==> src/hw/rtl/gcp_pkg.sv <==
// ----------------------------------------------------------------------------
// gcp_pkg
// Shared types, constants and helpers for the great circle path point block.
// ----------------------------------------------------------------------------
`default_nettype none

package gcp_pkg;

    localparam int ANGLE_FRAC_BITS = 16;
    localparam int ANG_SHIFT       = 24 - ANGLE_FRAC_BITS;
    localparam int CORDIC_ITERS    = 24;

    typedef logic signed [33:0] t_dat;
    typedef logic signed [33:0] t_ang;
    typedef logic signed [31:0] t_mix;
    typedef logic signed [17:0] t_vec;

    localparam t_ang HALF_Q24    = 34'sd3019898880;
    localparam t_ang QUARTER_Q24 = 34'sd1509949440;
    localparam t_ang FULL_Q24    = 34'sd6039797760;
    localparam logic signed [31:0] GAIN_Q30 = 32'sd652032874;

    localparam logic signed [25:0] LON_LIM = 26'sd11796480;
    localparam logic signed [25:0] LAT_LIM = 26'sd5898240;

    localparam logic [1:0] SLOT_FROM_LAT = 2'd0;
    localparam logic [1:0] SLOT_FROM_LON = 2'd1;
    localparam logic [1:0] SLOT_TO_LAT   = 2'd2;
    localparam logic [1:0] SLOT_TO_LON   = 2'd3;

    typedef struct packed {
        logic       neg;
        logic [1:0] slot;
    } t_sc_tag;

    function automatic t_ang atan_deg(input int unsigned idx);
        t_ang r;
        unique case (idx)
            0:  r = 34'sd754974720;
            1:  r = 34'sd445687602;
            2:  r = 34'sd235489088;
            3:  r = 34'sd119537938;
            4:  r = 34'sd60000934;
            5:  r = 34'sd30029717;
            6:  r = 34'sd15018523;
            7:  r = 34'sd7509720;
            8:  r = 34'sd3754917;
            9:  r = 34'sd1877466;
            10: r = 34'sd938734;
            11: r = 34'sd469367;
            12: r = 34'sd234684;
            13: r = 34'sd117342;
            14: r = 34'sd58671;
            15: r = 34'sd29336;
            16: r = 34'sd14668;
            17: r = 34'sd7334;
            18: r = 34'sd3667;
            19: r = 34'sd1833;
            20: r = 34'sd917;
            21: r = 34'sd458;
            22: r = 34'sd229;
            23: r = 34'sd115;
            default: r = '0;
        endcase
        return r;
    endfunction

    function automatic logic signed [25:0] q24_round(input t_ang z);
        t_ang s;
        s = z + t_ang'(1 << (ANG_SHIFT - 1));
        return 26'(s >>> ANG_SHIFT);
    endfunction

    function automatic logic signed [24:0] to_lon(input t_ang z);
        logic signed [25:0] v;
        v = q24_round(z);
        if (v > LON_LIM) v = LON_LIM;
        if (v < -LON_LIM) v = -LON_LIM;
        return 25'(v);
    endfunction

    function automatic logic signed [23:0] to_lat(input t_ang z);
        logic signed [25:0] v;
        v = q24_round(z);
        if (v > LAT_LIM) v = LAT_LIM;
        if (v < -LAT_LIM) v = -LAT_LIM;
        return 24'(v);
    endfunction

endpackage

`default_nettype wire

==> src/hw/rtl/gcp_cordic_cell.sv <==
// ----------------------------------------------------------------------------
// gcp_cordic_cell
// One registered CORDIC iteration, rotation or vectoring, with a side tag.
// ----------------------------------------------------------------------------
`default_nettype none

module gcp_cordic_cell #(
    parameter int ITER      = 0,
    parameter bit VECTORING = 1'b0,
    parameter int TAG_W     = 1
) (
    input  wire logic               i_clk,
    input  wire logic               i_rst_n,
    input  wire logic               i_en,
    input  wire logic               i_valid,
    input  wire gcp_pkg::t_dat      i_x,
    input  wire gcp_pkg::t_dat      i_y,
    input  wire gcp_pkg::t_ang      i_z,
    input  wire logic [TAG_W-1:0]   i_tag,
    output logic                    o_valid,
    output gcp_pkg::t_dat           o_x,
    output gcp_pkg::t_dat           o_y,
    output gcp_pkg::t_ang           o_z,
    output logic [TAG_W-1:0]        o_tag
);
    import gcp_pkg::*;

    localparam t_ang STEP_ANG = atan_deg(ITER);

    logic             r_valid;
    t_dat             r_x, r_y, n_x, n_y;
    t_ang             r_z, n_z;
    logic [TAG_W-1:0] r_tag;
    t_dat             xs, ys;

    assign xs = i_x >>> ITER;
    assign ys = i_y >>> ITER;

    always_comb begin
        n_x = i_x;
        n_y = i_y;
        n_z = i_z;
        if (VECTORING) begin
            if (i_y > 0) begin
                n_x = i_x + ys;
                n_y = i_y - xs;
                n_z = i_z + STEP_ANG;
            end else if (i_y < 0) begin
                n_x = i_x - ys;
                n_y = i_y + xs;
                n_z = i_z - STEP_ANG;
            end
        end else begin
            if (i_z >= 0) begin
                n_x = i_x - ys;
                n_y = i_y + xs;
                n_z = i_z - STEP_ANG;
            end else begin
                n_x = i_x + ys;
                n_y = i_y - xs;
                n_z = i_z + STEP_ANG;
            end
        end
    end

    always_ff @(posedge i_clk) begin
        if (!i_rst_n) begin
            r_valid <= 1'b0;
        end else if (i_en) begin
            r_valid <= i_valid;
        end
        if (i_en) begin
            r_x   <= n_x;
            r_y   <= n_y;
            r_z   <= n_z;
            r_tag <= i_tag;
        end
    end

    assign o_valid = r_valid;
    assign o_x     = r_x;
    assign o_y     = r_y;
    assign o_z     = r_z;
    assign o_tag   = r_tag;

endmodule

`default_nettype wire

==> config.mk <==
export PLATFORM = sky130hd
export DESIGN_NAME = gcp_cordic_cell
export DESIGN_NICKNAME = d
export VERILOG_FILES = /design/src/hw/rtl/gcp_pkg.sv /design/src/hw/rtl/gcp_cordic_cell.sv
export SDC_FILE = /design/constraint.sdc
export NUM_CORES = 1
export LEC_CHECK = 0
export BUFFER_PORTS_ARGS = -buffer_cell sky130_fd_sc_hd__buf_2
export CAP_MARGIN = 20
export CORE_MARGIN = 4
export CORE_UTILIZATION = 45
export CTS_CLUSTER_DIAMETER = 80
export DETAILED_ROUTE_END_ITERATION = 6
export PLACE_DENSITY_LB_ADDON = 0.2
export SKIP_LAST_GASP = 1
export SLEW_MARGIN = 0
export SYNTH_ARGS = -nofsm -noshare
export SYNTH_HDL_FRONTEND = slang
export SYNTH_SLANG_ARGS = --single-unit
==> constraint.sdc <==
create_clock -name i_clk -period 10.6 [get_ports i_clk]
set_input_delay 0.53 -clock i_clk [delete_from_list [all_inputs] [get_ports i_clk]]
set_output_delay 0.53 -clock i_clk [all_outputs]
set_load 0.005 [all_outputs]
==> impl_metrics.sql <==
INSERT INTO impl_metrics (metric_group, metric, value, unit) VALUES
('grt', 'number_of_global_route_vias_before_repair', '8016', ''),
('power_and_ir_drop', 'p_sw', '0.479', 'mW'),
('cts', 'tritoncts_sinks', '103', ''),
('power_and_ir_drop', 'p_seq_share', '39.6', '%'),
('power_and_ir_drop', 'vdd.ir_drop.worst', '0.0000693', 'V'),
('hold_path', 'hold_class', 'input pin to flop', ''),
('detailed_routing', 'routed-via-count', '8405', ''),
('power_and_ir_drop', 'totalPowerFinal', '1.37', 'mW'),
('sta', 'tightestPinTransition', '1.09', 'ns'),
('die', 'initial_core_utilization', '45.8', '%'),
('sta', 'clock-skew-final', '0', 'ns'),
('hold_path', 'whs_path_cells', '1', ''),
('cts', 'cts_tree', 'built', ''),
('job', 'max-cap-violations', '0', ''),
('yosys', 'synth-async-reset-ratio', '0', '%'),
('power_and_ir_drop', 'internal_power', '0.887', 'mW'),
('grt', 'grt_util_overall', '22.7', '%'),
('cts', 'cts-hold-fix-buffers', '0', ''),
('sta', 'timing.final.hold_violations', '0', ''),
('yosys', 'largest_family_of_logic_cells_by_synthesized_area', 'compound AO/OA/AOI/OAI gates', ''),
('die', 'floorplan.die_area', '23000', 'um2'),
('grt', 'grt_antenna_before_repair', '0', ''),
('finish', 'ant_diodes', '0', ''),
('power_and_ir_drop', 'pwr_density_cell', '127', 'nW/um2'),
('sta', 'rsz0062_at_grt', 'no', ''),
('finish', 'seq_area', '3080', 'um2'),
('yosys', 'synth_area_per_cell', '9.02', 'um2'),
('detailed_routing', 'routed_wirelength', '27400', 'um'),
('yosys', 'synth.distinct_cells', '75', ''),
('cts', 'clock_tree_root', 'clkbuf_16', ''),
('yosys', 'synth_adder_area_share', '15.4', '%'),
('yosys', 'synth_fp_nets', '1251', ''),
('setup_path', 'cp_capture_type', 'flop', ''),
('finish', 'fraction_of_final_layout_cells_with_drive_strength_greater_than_1', '20.6', '%'),
('place', 'port-buffer-count', '210', ''),
('finish', 'areaGrowthSynthToFinish', '15.9', '%'),
('detailed_routing', 'dr.pass1.iters', '6', ''),
('grt', 'grt_pass1_wl', '42700', 'um'),
('grt', 'gr_ovfl_total', '0', ''),
('cts', 'ctsResizeCount', '0', ''),
('outcome', 'status', 'completed', ''),
('die', 'placeableCoreArea', '20300', 'um2'),
('finish', 'layout.nets', '1425', ''),
('setup_path', 'r2r-start', 'o_valid', ''),
('hold_path', 'worst_hold_path.endpoint', 'o_tag', ''),
('cts', 'worst_setup_hold_path_clk_slew', '0.08', 'ns'),
('sta', 'timing.final.crit_period', '4.86', 'ns'),
('die', 'die_width', '152', 'um'),
('power_and_ir_drop', 'switching_share', '35.1', '%'),
('cts', 'h-tree-depth', '3', ''),
('sta', 'max_slew_margin', '27.1', '%'),
('yosys', 'synth_seq_area_share', '33.1', '%'),
('cts', 'cts_inserted_buffers', '9', ''),
('detailed_routing', 'drc_errors', '0', ''),
('yosys', 'simple_logic_cell_fraction_of_the_synthesized_area', '11.9', '%'),
('die', 'fp.dieH', '152', 'um'),
('sta', 'setup_ws', '5.74', 'ns'),
('cts', 'worst_skew_pair.late_latency', '0.35', 'ns'),
('setup_path', 'timing_worst_setup_path_type', 'input pin to flop', ''),
('sta', 'finalCritPeriodShare', '45.9', '%'),
('setup_path', 'rr_endpoint', 'o_valid', ''),
('yosys', 'post_synth_xor_xnor_area', '6.87', '%'),
('yosys', 'netlist_top_cells_area', 'edfxtp_1, ha_1, a21oi_1', ''),
('yosys', 'yosys_most_used_dff', 'edfxtp_1', ''),
('grt', 'pin_count_of_the_biggest_net_entering_global_routing', '94', ''),
('setup_path', 'crit_path_max_fanout', '93', ''),
('finish', 'multi_input_comb_area', '5600', 'um2'),
('die', 'floorplan.io_pins', '211', ''),
('sta', 'setup_viol', '0', ''),
('yosys', 'yosys.area.top_type', 'edfxtp_1', ''),
('yosys', 'number_of_flops_mapped_to_enable_cells_by_yosys', '102', '');
## how the worst max path moves through the flow
stage | from | slack, ns | cells past startpoint | end
after detailed placement | i_z[33] | 5.39 | 18 | o_z[33]
after floorplan | i_z[33] | 6.69 | 20 | o_z[33]
final | i_z[33] | 5.74 | 18 | o_z[33]
after global placement | i_z[33] | 5.53 | 18 | o_z[33]
after global routing | i_z[33] | 5.34 | 18 | o_z[33]
after CTS | i_z[33] | 5.77 | 18 | o_z[33]
## layer usage
layer	up-vias	GRT usage, %	wire [um]
met5	-	0	0
met3	40	3.78	2090
met2	377	37.9	12900
met1	3931	30.8	11900
li1	4057	-	-
met4	0	5.86	524
## critical path, cell delays in order
cell and delay (ns):
buf_2 0.13, inv_1 0.08, ha_1 0.14, nor4b_1 0.27
nand4_1 0.17, nor4_1 0.24, and4_1 0.24, nand2b_4 0.79
inv_2 0.62, ha_1 0.51, a21oi_1 0.23, o21bai_1 0.09
a21oi_1 0.20, o21ai_0 0.20, a21oi_1 0.18, nor2_1 0.05
nor2_1 0.11, xnor2_1 0.08
## stage by stage
stage                     hold WS (ns)  instance area [um2]
after floorplan                  0.507                 9310
after global placement           0.491                10500
after detailed placement         0.519                10500
after CTS                        0.331                10800
after global routing             0.342                10800
final                            0.345                10800
## logic make-up (layout without fill, tap and decap cells)
| family | count (synthesis) | in the layout |
|---|---|---|
| AOI/OAI and AO/OA | 345 | 345 |
| xor gates and xnor gates | 73 | 73 |
| adders and majority gates | 112 | 112 |
| buffers and inverters | 158 | 337 |
| DFF | 103 | 103 |
| muxes | 16 | 16 |
| and+or+nand+nor | 225 | 225 |
## cells in the final DEF (no fill, tap or decap), types with 12 or more instances in the layout
master / instances
buf_2: 209
a21oi_1: 119
ha_1: 108
inv_1: 106
edfxtp_1: 102
nor2_1: 67
o21ai_0: 65
xnor2_1: 60
nand2_1: 52
a21o_1: 30
o21bai_1: 23
nor3_1: 18
o211ai_1: 16
mux2i_1: 15
nor4_1: 14
nand4_1: 14
a31oi_1: 14
xor2_1: 13
a211oi_1: 13
nor2b_1: 12
o21a_1: 12
## power groups by stage
stage	clock network, mW	logic [mW]	registers [mW]
final	0.335	0.490	0.540
after detailed placement	0	0.482	0.551
after global placement	0	0.480	0.550
after CTS	0.346	0.485	0.542
after global routing	0.360	0.535	0.547
after floorplan	0	0.291	0.559
## registers in the layout, summed over array words and instances (netlist names)
name / count
o_x: 34
o_z: 34
o_y: 33
o_tag: 1
o_valid: 1
## area by class of cell
class                   count  area share, %
clock buffers               9           2.09
clock inverters             7          0.592
inverters                 110           3.83
multi-input cells         771           51.9
flip-flops and latches    103           28.6
well taps                 270           3.13
repair buffers            211           9.84
(Power assumes the default switching activity.)
